<file path="config.mk">
export PLATFORM = sky130hd
export DESIGN_NAME = keyed_device_table
export DESIGN_NICKNAME = d
export VERILOG_FILES = /design/src/sv/kdt_pkg.sv /design/src/sv/kdt_ram.sv /design/src/sv/keyed_device_table.sv
export SDC_FILE = /design/constraint.sdc
export NUM_CORES = 1
export LEC_CHECK = 0
export BUFFER_PORTS_ARGS = -buffer_cell sky130_fd_sc_hd__buf_2
export CAP_MARGIN = 20
export CORE_MARGIN = 4
export CORE_UTILIZATION = 45
export DETAILED_ROUTE_END_ITERATION = 12
export PLACE_DENSITY_LB_ADDON = 0.1
export REMOVE_ABC_BUFFERS = 1
export SYNTH_ARGS = -nofsm -noshare
export SYNTH_HDL_FRONTEND = slang
export SYNTH_SLANG_ARGS = --single-unit
</file>
<file path="constraint.sdc">
create_clock -name clk -period 9.81 [get_ports clk]
set_clock_uncertainty 0.15 [all_clocks]
set_input_delay 0.981 -clock clk [delete_from_list [all_inputs] [get_ports clk]]
set_output_delay 0.981 -clock clk [all_outputs]
set_load 0.01 [all_outputs]
</file>
<file path="src/sv/kdt_pkg.sv">
package kdt_pkg;

    localparam int TABLE_DEPTH = 16;
    localparam int SLOT_W      = (TABLE_DEPTH > 1) ? $clog2(TABLE_DEPTH) : 1;
    localparam int SLOT_OUT_W  = 4;
    localparam int COUNT_W     = 5;
    localparam int KEY_W       = 24;
    localparam int ROUTE_W     = 24;

    localparam logic [SLOT_W-1:0] LAST_SLOT = SLOT_W'(TABLE_DEPTH - 1);

    typedef enum logic [1:0] {
        OP_LOOKUP = 2'd0,
        OP_ADD    = 2'd1,
        OP_DELETE = 2'd2,
        OP_CLEAR  = 2'd3
    } op_t;

    typedef enum logic [1:0] {
        ST_IDLE,
        ST_SCAN,
        ST_RESP
    } state_t;

    typedef struct packed {
        op_t                opcode;
        logic [7:0]         dev_no_low;
        logic [7:0]         dev_no_high;
        logic [7:0]         dev_type;
        logic [ROUTE_W-1:0] main_route_in;
        logic [ROUTE_W-1:0] backup_route_in;
    } cmd_t;

    typedef struct packed {
        logic                  success;
        logic                  found;
        logic [SLOT_OUT_W-1:0] slot_index;
        logic [COUNT_W-1:0]    entries_used;
        logic [ROUTE_W-1:0]    main_route_out;
        logic [ROUTE_W-1:0]    backup_route_out;
    } rsp_t;

endpackage

</file>
<file path="src/sv/kdt_ram.sv">
module kdt_ram #(
    parameter int WIDTH = 8,
    parameter int DEPTH = 16,
    parameter int AW    = (DEPTH > 1) ? $clog2(DEPTH) : 1
) (
    input  logic             clk,
    input  logic             we,
    input  logic [AW-1:0]    waddr,
    input  logic [WIDTH-1:0] wdata,
    input  logic [AW-1:0]    raddr,
    output logic [WIDTH-1:0] rdata
);

    logic [WIDTH-1:0] mem [DEPTH];
    logic [WIDTH-1:0] rdata_reg;

    always_ff @(posedge clk)
    begin
        if (we)
        begin
            mem[waddr] <= wdata;
        end
        rdata_reg <= mem[raddr];
    end

    assign rdata = rdata_reg;

endmodule

</file>
<file path="src/sv/keyed_device_table.sv">
// Keyed device table: a table of device entries, each keyed by a 16-bit device
// number and an 8-bit type, holding a main and a backup route.
// A command beat is taken at a rising edge where start is high and busy is low.
// Lookup, add and delete scan the key memory from slot zero, one slot per cycle,
// and stop at the first valid match; the scan is pipelined behind the registered
// read of the key memory, and a command ends early on a match.
// Clear skips the scan. Busy stays high until the result is issued.
// Each command gives exactly one result beat on rsp, marked by done for one cycle.
// The receiver cannot hold results off, and none is needed: at most one result is
// ever pending, and it is issued in the cycle that busy falls.
// Reset clears all valid bits and the entry count; keys and routes in the two
// memories are written by add before they are ever used, so they need no clearing.
module keyed_device_table (
    input  logic           clk,
    input  logic           rst_n,
    input  logic           start,
    output logic           busy,
    input  kdt_pkg::cmd_t  cmd,
    output logic           done,
    output kdt_pkg::rsp_t  rsp
);
    import kdt_pkg::*;

    state_t                  state_reg;
    state_t                  state_next;
    cmd_t                    cmd_reg;
    logic [TABLE_DEPTH-1:0]  valid_reg;
    logic [COUNT_W-1:0]      count_reg;
    logic [COUNT_W-1:0]      count_next;
    logic [SLOT_W-1:0]       scan_idx_reg;
    logic [SLOT_W-1:0]       cmp_idx_reg;
    logic                    cmp_vld_reg;
    logic                    hit_reg;
    logic [SLOT_W-1:0]       hit_idx_reg;
    logic                    free_found_reg;
    logic [SLOT_W-1:0]       free_idx_reg;
    rsp_t                    rsp_reg;
    rsp_t                    rsp_next;
    logic                    done_reg;

    logic                    accept;
    logic [KEY_W-1:0]        key;
    logic [KEY_W-1:0]        key_rdata;
    logic [2*ROUTE_W-1:0]    route_rdata;
    logic                    hit_now;
    logic                    free_now;
    logic                    scan_end;
    logic                    add_write;
    logic                    del_clear;

    assign key    = {cmd_reg.dev_type, cmd_reg.dev_no_high, cmd_reg.dev_no_low};
    assign accept = start && (state_reg == ST_IDLE);

    kdt_ram #(
        .WIDTH (KEY_W),
        .DEPTH (TABLE_DEPTH)
    ) u_key_ram (
        .clk   (clk),
        .we    (add_write),
        .waddr (free_idx_reg),
        .wdata (key),
        .raddr (scan_idx_reg),
        .rdata (key_rdata)
    );

    kdt_ram #(
        .WIDTH (2 * ROUTE_W),
        .DEPTH (TABLE_DEPTH)
    ) u_route_ram (
        .clk   (clk),
        .we    (add_write),
        .waddr (free_idx_reg),
        .wdata ({cmd_reg.main_route_in, cmd_reg.backup_route_in}),
        .raddr (cmp_idx_reg),
        .rdata (route_rdata)
    );

    always_comb
    begin
        state_next = state_reg;
        case (state_reg)
            ST_IDLE:
            begin
                if (start)
                begin
                    state_next = (cmd.opcode == OP_CLEAR) ? ST_RESP : ST_SCAN;
                end
            end
            ST_SCAN:
            begin
                if (hit_now || scan_end)
                begin
                    state_next = ST_RESP;
                end
            end
            ST_RESP:
            begin
                state_next = ST_IDLE;
            end
            default:
            begin
                state_next = ST_IDLE;
            end
        endcase
    end

    always_comb
    begin
        busy      = (state_reg != ST_IDLE);
        hit_now   = 1'b0;
        free_now  = 1'b0;
        scan_end  = 1'b0;
        add_write = 1'b0;
        del_clear = 1'b0;
        count_next = count_reg;
        rsp_next  = '0;
        rsp_next.success = 1'b1;
        case (state_reg)
            ST_SCAN:
            begin
                hit_now  = cmp_vld_reg && valid_reg[cmp_idx_reg] && (key_rdata == key);
                free_now = cmp_vld_reg && !valid_reg[cmp_idx_reg] && !free_found_reg;
                scan_end = cmp_vld_reg && (cmp_idx_reg == LAST_SLOT);
            end
            ST_RESP:
            begin
                case (cmd_reg.opcode)
                    OP_LOOKUP:
                    begin
                        rsp_next.found = hit_reg;
                        if (hit_reg)
                        begin
                            rsp_next.slot_index       = SLOT_OUT_W'(hit_idx_reg);
                            rsp_next.main_route_out   = route_rdata[2*ROUTE_W-1:ROUTE_W];
                            rsp_next.backup_route_out = route_rdata[ROUTE_W-1:0];
                        end
                    end
                    OP_ADD:
                    begin
                        rsp_next.found = hit_reg;
                        if (hit_reg)
                        begin
                            rsp_next.slot_index = SLOT_OUT_W'(hit_idx_reg);
                        end
                        else if (free_found_reg)
                        begin
                            add_write           = 1'b1;
                            count_next          = count_reg + COUNT_W'(1);
                            rsp_next.slot_index = SLOT_OUT_W'(free_idx_reg);
                        end
                        else
                        begin
                            rsp_next.success = 1'b0;
                        end
                    end
                    OP_DELETE:
                    begin
                        rsp_next.found = hit_reg;
                        if (hit_reg)
                        begin
                            del_clear           = 1'b1;
                            count_next          = count_reg - COUNT_W'(1);
                            rsp_next.slot_index = SLOT_OUT_W'(hit_idx_reg);
                        end
                    end
                    OP_CLEAR:
                    begin
                        count_next = '0;
                    end
                    default:
                    begin
                        count_next = count_reg;
                    end
                endcase
                rsp_next.entries_used = count_next;
            end
            default:
            begin
                count_next = count_reg;
            end
        endcase
    end

    always_ff @(posedge clk or negedge rst_n)
    begin
        if (!rst_n)
        begin
            state_reg      <= ST_IDLE;
            valid_reg      <= '0;
            count_reg      <= '0;
            done_reg       <= 1'b0;
            scan_idx_reg   <= '0;
            cmp_idx_reg    <= '0;
            cmp_vld_reg    <= 1'b0;
            hit_reg        <= 1'b0;
            hit_idx_reg    <= '0;
            free_found_reg <= 1'b0;
            free_idx_reg   <= '0;
        end
        else
        begin
            state_reg <= state_next;
            done_reg  <= (state_reg == ST_RESP);
            count_reg <= count_next;
            if (accept)
            begin
                scan_idx_reg   <= '0;
                cmp_vld_reg    <= 1'b0;
                hit_reg        <= 1'b0;
                free_found_reg <= 1'b0;
            end
            if (state_reg == ST_SCAN)
            begin
                cmp_idx_reg <= scan_idx_reg;
                cmp_vld_reg <= 1'b1;
                if (scan_idx_reg != LAST_SLOT)
                begin
                    scan_idx_reg <= scan_idx_reg + SLOT_W'(1);
                end
                if (hit_now)
                begin
                    hit_reg     <= 1'b1;
                    hit_idx_reg <= cmp_idx_reg;
                end
                if (free_now)
                begin
                    free_found_reg <= 1'b1;
                    free_idx_reg   <= cmp_idx_reg;
                end
            end
            if (state_reg == ST_RESP)
            begin
                if (cmd_reg.opcode == OP_CLEAR)
                begin
                    valid_reg <= '0;
                end
                else if (add_write)
                begin
                    valid_reg[free_idx_reg] <= 1'b1;
                end
                else if (del_clear)
                begin
                    valid_reg[hit_idx_reg] <= 1'b0;
                end
            end
        end
    end

    always_ff @(posedge clk)
    begin
        if (accept)
        begin
            cmd_reg <= cmd;
        end
        if (state_reg == ST_RESP)
        begin
            rsp_reg <= rsp_next;
        end
    end

    assign done = done_reg;
    assign rsp  = rsp_reg;

`ifndef SYNTHESIS
    a_count_matches_valid: assert property (@(posedge clk) disable iff (!rst_n)
        count_reg == COUNT_W'($countones(valid_reg)))
        else $error("Entry count disagrees with the valid bits.");

    a_done_after_resp: assert property (@(posedge clk) disable iff (!rst_n)
        done |-> ($past(state_reg) == ST_RESP) && !busy)
        else $error("Result beat without a response cycle.");

    a_write_only_to_free: assert property (@(posedge clk) disable iff (!rst_n)
        add_write |-> !valid_reg[free_idx_reg] && !hit_reg)
        else $error("Add writes over a valid entry.");

    a_hit_ends_scan: assert property (@(posedge clk) disable iff (!rst_n)
        (state_reg == ST_SCAN && hit_now) |=> state_reg == ST_RESP && hit_reg)
        else $error("Scan continued past a match.");
`endif

endmodule
</file>
**Yosys cells after proc, flatten, opt, wreduce, memory -nomap -nowiden**

Memories as Yosys holds them, arrays and structs flattened. A register that Yosys moved wholly into a read port is not among the register bits.
Cells that the tools add are included.

- Word-level logic and storage cells: 115
- Flip-flop bits (word level): 176
- Output and inout bits: 61
- Memory bits (writable): 1152
- Input bits: 77
- Memories: 2

Memories:

| name | words | width | rd ports | clocked after Yosys merged registers in | write ports | RTL line | source |
|---|---|---|---|---|---|---|---|
| u_route_ram.mem | 16 | 48 | 1 | 1 | 1 | kdt_ram.sv:14 | `logic [WIDTH-1:0] mem [DEPTH];` |
| u_key_ram.mem | 16 | 24 | 1 | 1 | 1 | kdt_ram.sv:14 |  |

- Order comparisons: 5
- Reduce and logical (&&, ||, !) cells: 23
- Bitwise operators: 4
- Add/sub/neg operators: 3
- Equal/unequal tests: 11
- Mux-type cells: 44

Operator list:

| cell | number |
|---|---|
| $mux W16 | 3 |
| $eq A24 B24 Y1 | 1 |
| $mux W4 | 6 |
| $mux W1 | 23 |
| $and A16 B16 Y16 | 1 |
| $not A16 Y16 | 1 |
| $or A16 B16 Y16 | 1 |
| $lt A4 B5 Y1 const B | 3 |
| $mux W5 | 3 |
| $pmux W5 S3 | 1 |
| $pmux W5 S2 | 1 |
| $reduce_and A2 Y1 | 5 |
| $demux W1 S4 | 2 |
| $eq A2 B2 Y1 const B | 4 |
| $ge A4 B1 Y1 const B | 2 |
| $logic_and A1 B1 Y1 | 8 |
| $mux W2 | 3 |
| $add A5 B1 Y5 const B | 1 |
| $sub A5 B1 Y5 const B | 1 |
| $add A4 B1 Y4 const B | 1 |
| $bmux W1 S4 | 1 |
| $eq A2 B1 Y1 const B | 2 |
| $eq A4 B4 Y1 const B | 1 |
| $logic_not A2 Y1 | 2 |
| other kinds (9) | 13 |

**Longest topological paths before layout**

Gate-level depths: netlist of run 1.

- Depth after elaboration: 9
- Depth in mapped cells: 8
- Gate-level depth less buffers: 7

**By module**

A second synthesis of run 1 with hierarchy kept.

- Cells, all modules: 2344
- Area total of the unflattened synthesis: 51658.3 µm²

By module, submodules not included:

| module | cells an instance | area each (µm²) | sequential area each (µm²) | times used |
|---|---|---|---|---|
| kdt_ram at u_route_ram | 1242 | 29691.0 | 24023.0 | 1 |
| kdt_ram at u_key_ram | 636 | 14930.6 | 12011.5 | 1 |
| keyed_device_table | 466 | 7036.7 | 5069.9 | 1 |

**Worst setup path before layout of run 1**

Ideal clock, no wire load.

- Path type: register to register
- Start: register state_reg[0]
- End: memory u_key_ram.mem[0][0] in the netlist's numbering (enable)
- Data required time: 9.067 ns
- Stages on the path, launching flop included: 6
- Arrival: 7.063 ns
- Period minus slack after synthesis: 7.806 ns
- Slack: 2.004 ns
- Path buffers: 0
- Setup time: 0.593 ns
- Cell sequence: dfrtp_1 > nand2b_1 > clkinv_1 > nand2_1 > or3_1 > nor3_1

- Cells in the longest elaborated chain, start to end: 4

RTL lines:

| item | RTL line | source |
|---|---|---|
| start: declaration | keyed_device_table.sv:24 | `state_t state_reg;` |
| start signal: assignment | keyed_device_table.sv:202 | `state_reg <= state_next;` |
| $eq A2 B2 Y1 | keyed_device_table.sv:118 | `case (state_reg)` |
| $mux W1 | keyed_device_table.sv:118 |  |
| $mux W1 | kdt_ram.sv:19 | `if (we)` |
| $mux W1 (implied by the code) | kdt_ram.sv:21 | `mem[waddr] <= wdata;` |
| end: declaration | kdt_ram.sv:14 |  |

Every way passes these cells.

**Worst setup path after layout of run 1**

- Start: register cmd_reg[73] in the netlist's numbering
- End: memory u_route_ram.mem[14][1] in the netlist's numbering (enable)

- Cells in the longest elaborated chain, start to end: 5

RTL lines:

| item | RTL line | source |
|---|---|---|
| start: declaration | keyed_device_table.sv:26 | `cmd_t cmd_reg;` |
| start signal: assignment | keyed_device_table.sv:253 | `cmd_reg <= cmd;` |
| $eq A2 B1 Y1 | keyed_device_table.sv:127 | `case (cmd_reg.opcode)` |
| $mux W1 | keyed_device_table.sv:127 |  |
| $mux W1 | keyed_device_table.sv:118 |  |
| $mux W1 | kdt_ram.sv:19 |  |
| $mux W1 (implied by the code) | kdt_ram.sv:21 |  |
| end: declaration | kdt_ram.sv:14 |  |

Every way passes these cells.

==> flow_summary.ini, run 1 <==
[critical_path]
max_stage_delay_ns = 0.70
cp.buffers_inverters = 2
reg2regPathDepth = 6
critPathKind = flip-flop to flip-flop
cp_max_fo = 32
worst_setup_path_start_kind = flip-flop
crit-reg2reg-launch = cmd_reg[73]$_DFFE_PP_
regToRegSetupSlack_ns = 5.42
cp-startpoint = cmd_reg[73]$_DFFE_PP_
cpLargestDelayFamily = simple AND/OR/NAND/NOR gates
cp_cell_sequence = nand2b_1, nor3_1, nand3b_1, nor2_4, buf_4, buf_4
crit_path_top_delay_cell = nor2_4
cp_data_arrival_time_ns = 4.60
setup.worst_path.end_class = flip-flop
critPathRequiredTime_ns = 10.02
rr_endpoint = u_route_ram.mem[14][1]$_DFFE_PP_
cpMostUsedCell = buf_4

[routing]
avgRoutedWirePerCell_microns = 27.2
drt_wl_total_mm = 113
drtPass1Iterations = 7
drc = 0
num_vias = 23389
vias_per_cell = 5.62
antenna_left = 0
drt_iter0_markers = 1876

[cts]
cts_resized = 0
path_clk_slew_ns = 0.06
cts_sinks = 1400
clockBufferDepth = 3
cts-root-buf = clkbuf_16
cts_tree = yes
worstSkewPairLatency_ns = 0.74
cts_buffers = 149
ctsHtreeMaxLevel = 4

[grt]
grt_pass1_wl_mm = 170
grt_pass1_vias = 25102
grt_overflow_total = 0
antenna_found_initial = 3
grt_start_max_net_pins = 144
grt_use_total = 0.191

[pwr]
power_mw = 15.6
power_density_nw_per_um2 = 262
ir_drop_v = 0.000245
leakagePower_nw = 19.2

[placed_design]
place_area_sq_um = 54300
hpwlAfterDp_mm = 59.7
portBuffers = 137
place_ws_ns = 5.43
place_congestion = 0.741

[yosys]
syn-instance-count = 2294
ys_ff_latch = 1400
synth.lib_cells_used.distinct = 44
synth_top_flop_cell = edfxtp_1
synth_edf_count = 1285
yosysWarnings = 0
avgSynthCellArea_sq_um = 22.5
syn-cell-area_sq_um = 51600
yosysSeqAreaShare = 0.796
async_flop_share = 0.0307

[hold_path]
hp-start = cmd[7]
min_path_cells = 1
holdPathEnd = cmd_reg[7]$_DFFE_PP_
holdCritPathClass = input pin to flip-flop

[layout]
stdcell_area_sq_um = 59400
largest_reg_flops = 768
mostFrequentLayoutCells = 1285 x edfxtp_1, 291 x mux4_2, 157 x clkbuf_16
diodes = 0
nFillCells = 8945
syn2layout_area_growth_pct = 15.0
final_nets = 2601
final_common_cell = edfxtp_1
layout-drive-gt1-share = 0.280

[sta]
period_needed_ns = 4.39
rsz0062_at_grt = false
setup_violations = 0
setup_slack_ns = 5.42
relSlewSlack = 0.232
slew_viol_final = 0
tightest_slew_ns = 1.15
hold_viol_final = 0
fmax_ghz = 0.228
fin_crit_sh = 0.447

[die]
io_pins = 138
die_y_microns = 347
initial_core_util = 0.452
dieWidth_microns = 347
dieArea_sq_um = 120000
core_sq_um = 114000
rows = 124

[status]
status = finished, final reports clean

[flow_run]
drv_cap = 0
per-stage QoR:
step	hold slack (ns)	utilization	TNS, ns	std cells
after floorplan	0.311	-	-0.0656	2179
after global placement	0.333	0.476	0	3876
after detailed placement	0.337	0.476	0	3878
after CTS	0.190	0.519	0	4156
after global routing	0.212	0.520	0	4160
final	0.259	0.520	0	4160
cells in the mapped netlist (5+ instances only):
library cell / instances / area, sq um
a31oi_1: 11 / 68.8
nor2b_1: 6 / 37.5
mux4_2: 291 / 6550
o22a_1: 16 / 140
inv_1: 10 / 37.5
a221oi_1: 48 / 420
a22oi_1: 24 / 180
nor3_1: 12 / 60.1
xnor2_1: 26 / 228
a22o_1: 5 / 43.8
nand4_1: 8 / 50.1
buf_1: 40 / 150
nand3_1: 6 / 30.0
mux2i_1: 102 / 1020
o21ai_0: 34 / 170
clkbuf_1: 70 / 263
and2_1: 50 / 313
dfxtp_1: 72 / 1440
nand2_1: 48 / 180
nor2_1: 22 / 82.6
a21oi_1: 15 / 75.1
nand2b_1: 6 / 37.5
dfrtp_1: 43 / 1080
edfxtp_1: 1285 / 38600
mux2_2: 8 / 90.1
timing repair:
item,in CTS,in global routing
setup buffers,0,0
hold endpoints to repair,0,3
hold buffers,0,1
metal layers:
metal / up-vias / global-route usage / wire, microns
met5: - / 0 / 0
met4: 0 / 0.0508 / 2270
met3: 163 / 0.0316 / 4610
met2: 521 / 0.315 / 56100
met1: 12631 / 0.268 / 50100
li1: 10074 / - / -
cell families (layout without fill, tap and decap cells):
family / count (synthesis) / in the layout / synth area share
mux: 405 / 405 / 0.150
buf+inv: 126 / 480 / 0.00928
flops: 1400 / 1400 / 0.796
fa+ha+maj: 3 / 3 / 0.000727
simple gates: 170 / 170 / 0.0170
xor+xnor: 28 / 28 / 0.00475
compound gates: 162 / 162 / 0.0225
worst max path at each step:
stage / to / depth (start not counted)
3_5_place_dp: u_key_ram.mem[14][16]$_DFFE_PP_ / 6
3_3_place_gp: u_route_ram.mem[8][29]$_DFFE_PP_ / 5
5_1_grt: u_route_ram.mem[14][45]$_DFFE_PP_ / 6
4_1_cts: u_route_ram.mem[14][1]$_DFFE_PP_ / 6
6_report: u_route_ram.mem[14][1]$_DFFE_PP_ / 6
2_1_floorplan: free_idx_reg[0]$_DFFE_PN0P_ / 5
layout make-up:
cell class	count	area (sq um)	area share
clock buffers	217	4310	0.0727
repair buffers	191	1180	0.0199
inverters	11	46.3	0.000780
flip-flops and latches	1400	41100	0.693
well taps	1512	1890	0.0319
clock inverters	61	636	0.0107
multi-input cells	768	10200	0.171
where the power goes:
group	switching (mW)	internal, mW
Clock	2.23	3.35
Combinational	1.16	1.24
Sequential	0.503	7.09
Total	3.89	11.7
Note: power is estimated with default switching activity, not from simulation.
==> run 2: changes to the inputs <==
==> constraint.sdc (replaced) <==
create_clock -name clk -period 4.35 [get_ports clk]
set_clock_uncertainty 0.15 [all_clocks]
set_input_delay 0.435 -clock clk [delete_from_list [all_inputs] [get_ports clk]]
set_output_delay 0.435 -clock clk [all_outputs]
set_load 0.01 [all_outputs]
==> run 2 against run 1 <==
Net effect:
- critical path depth is 1 lower
- worst setup slack worse by 4.4 ns
- critical path type unchanged
- non-clock buffer count is 91 higher
- sequential power is 130% higher
- flip-flop and latch count stayed put
- via count is 3.2% higher
==> flow_summary.ini, run 2 (synthesis results as in run 1) <==
[status]
status = finished, final reports clean

[die]
initial_core_util = 0.452
core_sq_um = 114000
die_y_microns = 347
dieArea_sq_um = 120000
io_pins = 138
dieWidth_microns = 347
rows = 124

[hold_path]
holdCritPathClass = input pin to flip-flop
hp-start = cmd[57]

[cts]
cts-root-buf = clkbuf_16
postCtsSetupBuffers = 0
cts_buffers = 146
worstSkewPairLatency_ns = 0.74
clockBufferDepth = 3
cts_tree = yes
cts_sinks = 1400
path_clk_slew_ns = 0.06
cts_resized = 0
ctsHtreeMaxLevel = 4

[pwr]
clockPowerShare = 0.358
leakagePower_nw = 19.6
power_density_nw_per_um2 = 588
p_int_mw = 26.6
swShare = 0.253
ir_drop_v = 0.000371
power_frac_seq = 0.481
combinationalPowerShare = 0.160
netSwitchingPower_mw = 9.00
power_mw = 35.6

[flow_run]
drv_cap = 0

[layout]
final_common_cell = edfxtp_1
largest_reg_flops = 768
layout-drive-gt1-share = 0.279
mostFrequentLayoutCells = 1285 x edfxtp_1, 291 x mux4_2, 151 x clkbuf_16
finalNonFillerCells = 4246
final_nets = 2689
finalCoreUtilization = 0.530
syn2layout_area_growth_pct = 17.2
diodes = 0

[critical_path]
setup.worst_path.end_class = flip-flop
cp_max_fo = 40
critPathKind = flip-flop to flip-flop
critPathRequiredTime_ns = 4.58
cp-startpoint = cmd_reg[73]$_DFFE_PP_
crit-reg2reg-launch = cmd_reg[73]$_DFFE_PP_
cp_cell_sequence = nand2b_1, nor3_1, nand3b_1, nor3_2, buf_12
crit_path_top_delay_cell = nor3_1
worst_setup_path_start_kind = flip-flop
cp_data_arrival_time_ns = 3.55
max_stage_delay_ns = 0.62

[placed_design]
post-place-cells = 3895
portBuffers = 137
hpwlAfterDp_mm = 62.9
place_congestion = 0.759

[sta]
hold_viol_final = 0
relSlewSlack = 0.277
fin_crit_sh = 0.763
tightest_slew_ns = 1.08
fmax_ghz = 0.301
setup_violations = 0
period_needed_ns = 3.32
rsz0062_at_grt = false
slew_viol_final = 0
finalSetupTns_ns = 0

[grt]
grt_start_max_net_pins = 110
grt_overflow_total = 0
grt_pass1_vias = 25600
antenna_found_initial = 5
grt_pass1_wl_mm = 174
grt_use_total = 0.197

[routing]
vias_per_cell = 5.68
drt_iter0_markers = 2060
drc = 0
drt_wl_total_mm = 117
num_vias = 24128
avgRoutedWirePerCell_microns = 27.6
drtPass1Iterations = 5
antenna_left = 0
-- run 2: cell types whose count changed in the layout (fill, tap and decap cells not counted), sizes merged --
cell         delta
buf            +15
bufinv          +4
clkbuf         -11
inv             +1
clkinvlp        +1
dlygate4sd3    +76
-- run 2: repair_timing --
action,CTS,global route
setup endpoints to repair,0,0
endpoints found under the hold margin,119,3
hold buffers,76,1
-- run 2: routing by layer --
metal / part of all wire / GRT usage / wire (microns)
met2: 0.49 / 0.322 / 58000
met5: 0 / 0 / 0
met1: 0.44 / 0.276 / 51100
met4: 0.025 / 0.0582 / 2940
met3: 0.045 / 0.0306 / 5250
-- run 2: critical path, delay by kind of cell (launching register included) --
family	cells	cell delay, ns
simple gates	4	1.83
flops	1	0.54
buf+inv	1	0.36
-- run 2: path summary, 6_finish.rpt --
check | end | slack (ns) | cells after the start
hold reg to reg | state_reg[1]$_DFFE_PN0P_ | 0.35 | 1
setup reg to reg | u_route_ram.mem[2][33]$_DFFE_PP_ | 1.03 | 5
max in group asynchronous | cmp_idx_reg[3]$_DFFE_PN0P_ | 3.15 | 4
min in group asynchronous | done$_DFF_PN0_ | 0.44 | 3
hold / removal | cmd_reg[57]$_DFFE_PP_ | 0.25 | 2
setup / recovery | u_route_ram.mem[2][33]$_DFFE_PP_ | 1.03 | 5
-- run 2: per-stage QoR --
stage          instance area [sq um]  setup slack, ns  hold WS [ns]
2_1_floorplan                  51200            -5.50       -0.0106
3_3_place_gp                   54700             1.04         0.335
3_5_place_dp                   54700             1.06         0.339
4_1_cts                        60500             1.02         0.177
5_1_grt                        60500            0.847         0.224
6_report                       60500             1.03         0.254
-- run 2: area by class of cell --
| type | count | area, sq um |
|---|---|---|
| timing repair buffer | 282 | 2250 |
| clock inverter | 67 | 785 |
| fill | 8809 | 53700 |
| multi-input combinational | 768 | 10200 |
| inverter | 11 | 46.3 |
| sequential | 1400 | 41100 |
| tap | 1512 | 1890 |
| clock buffer | 206 | 4220 |
-- run 2: power by group through the flow --
| stage | clock, mW | sequential (mW) | combinational [mW] |
|---|---|---|---|
| after global routing | 13.7 | 17.3 | 6.14 |
| after floorplan | 0 | 17.6 | 3.96 |
| after CTS | 13.1 | 17.2 | 5.84 |
| after detailed placement | 0 | 17.4 | 5.77 |
| final | 12.8 | 17.1 | 5.71 |
| after global placement | 0 | 17.4 | 5.73 |
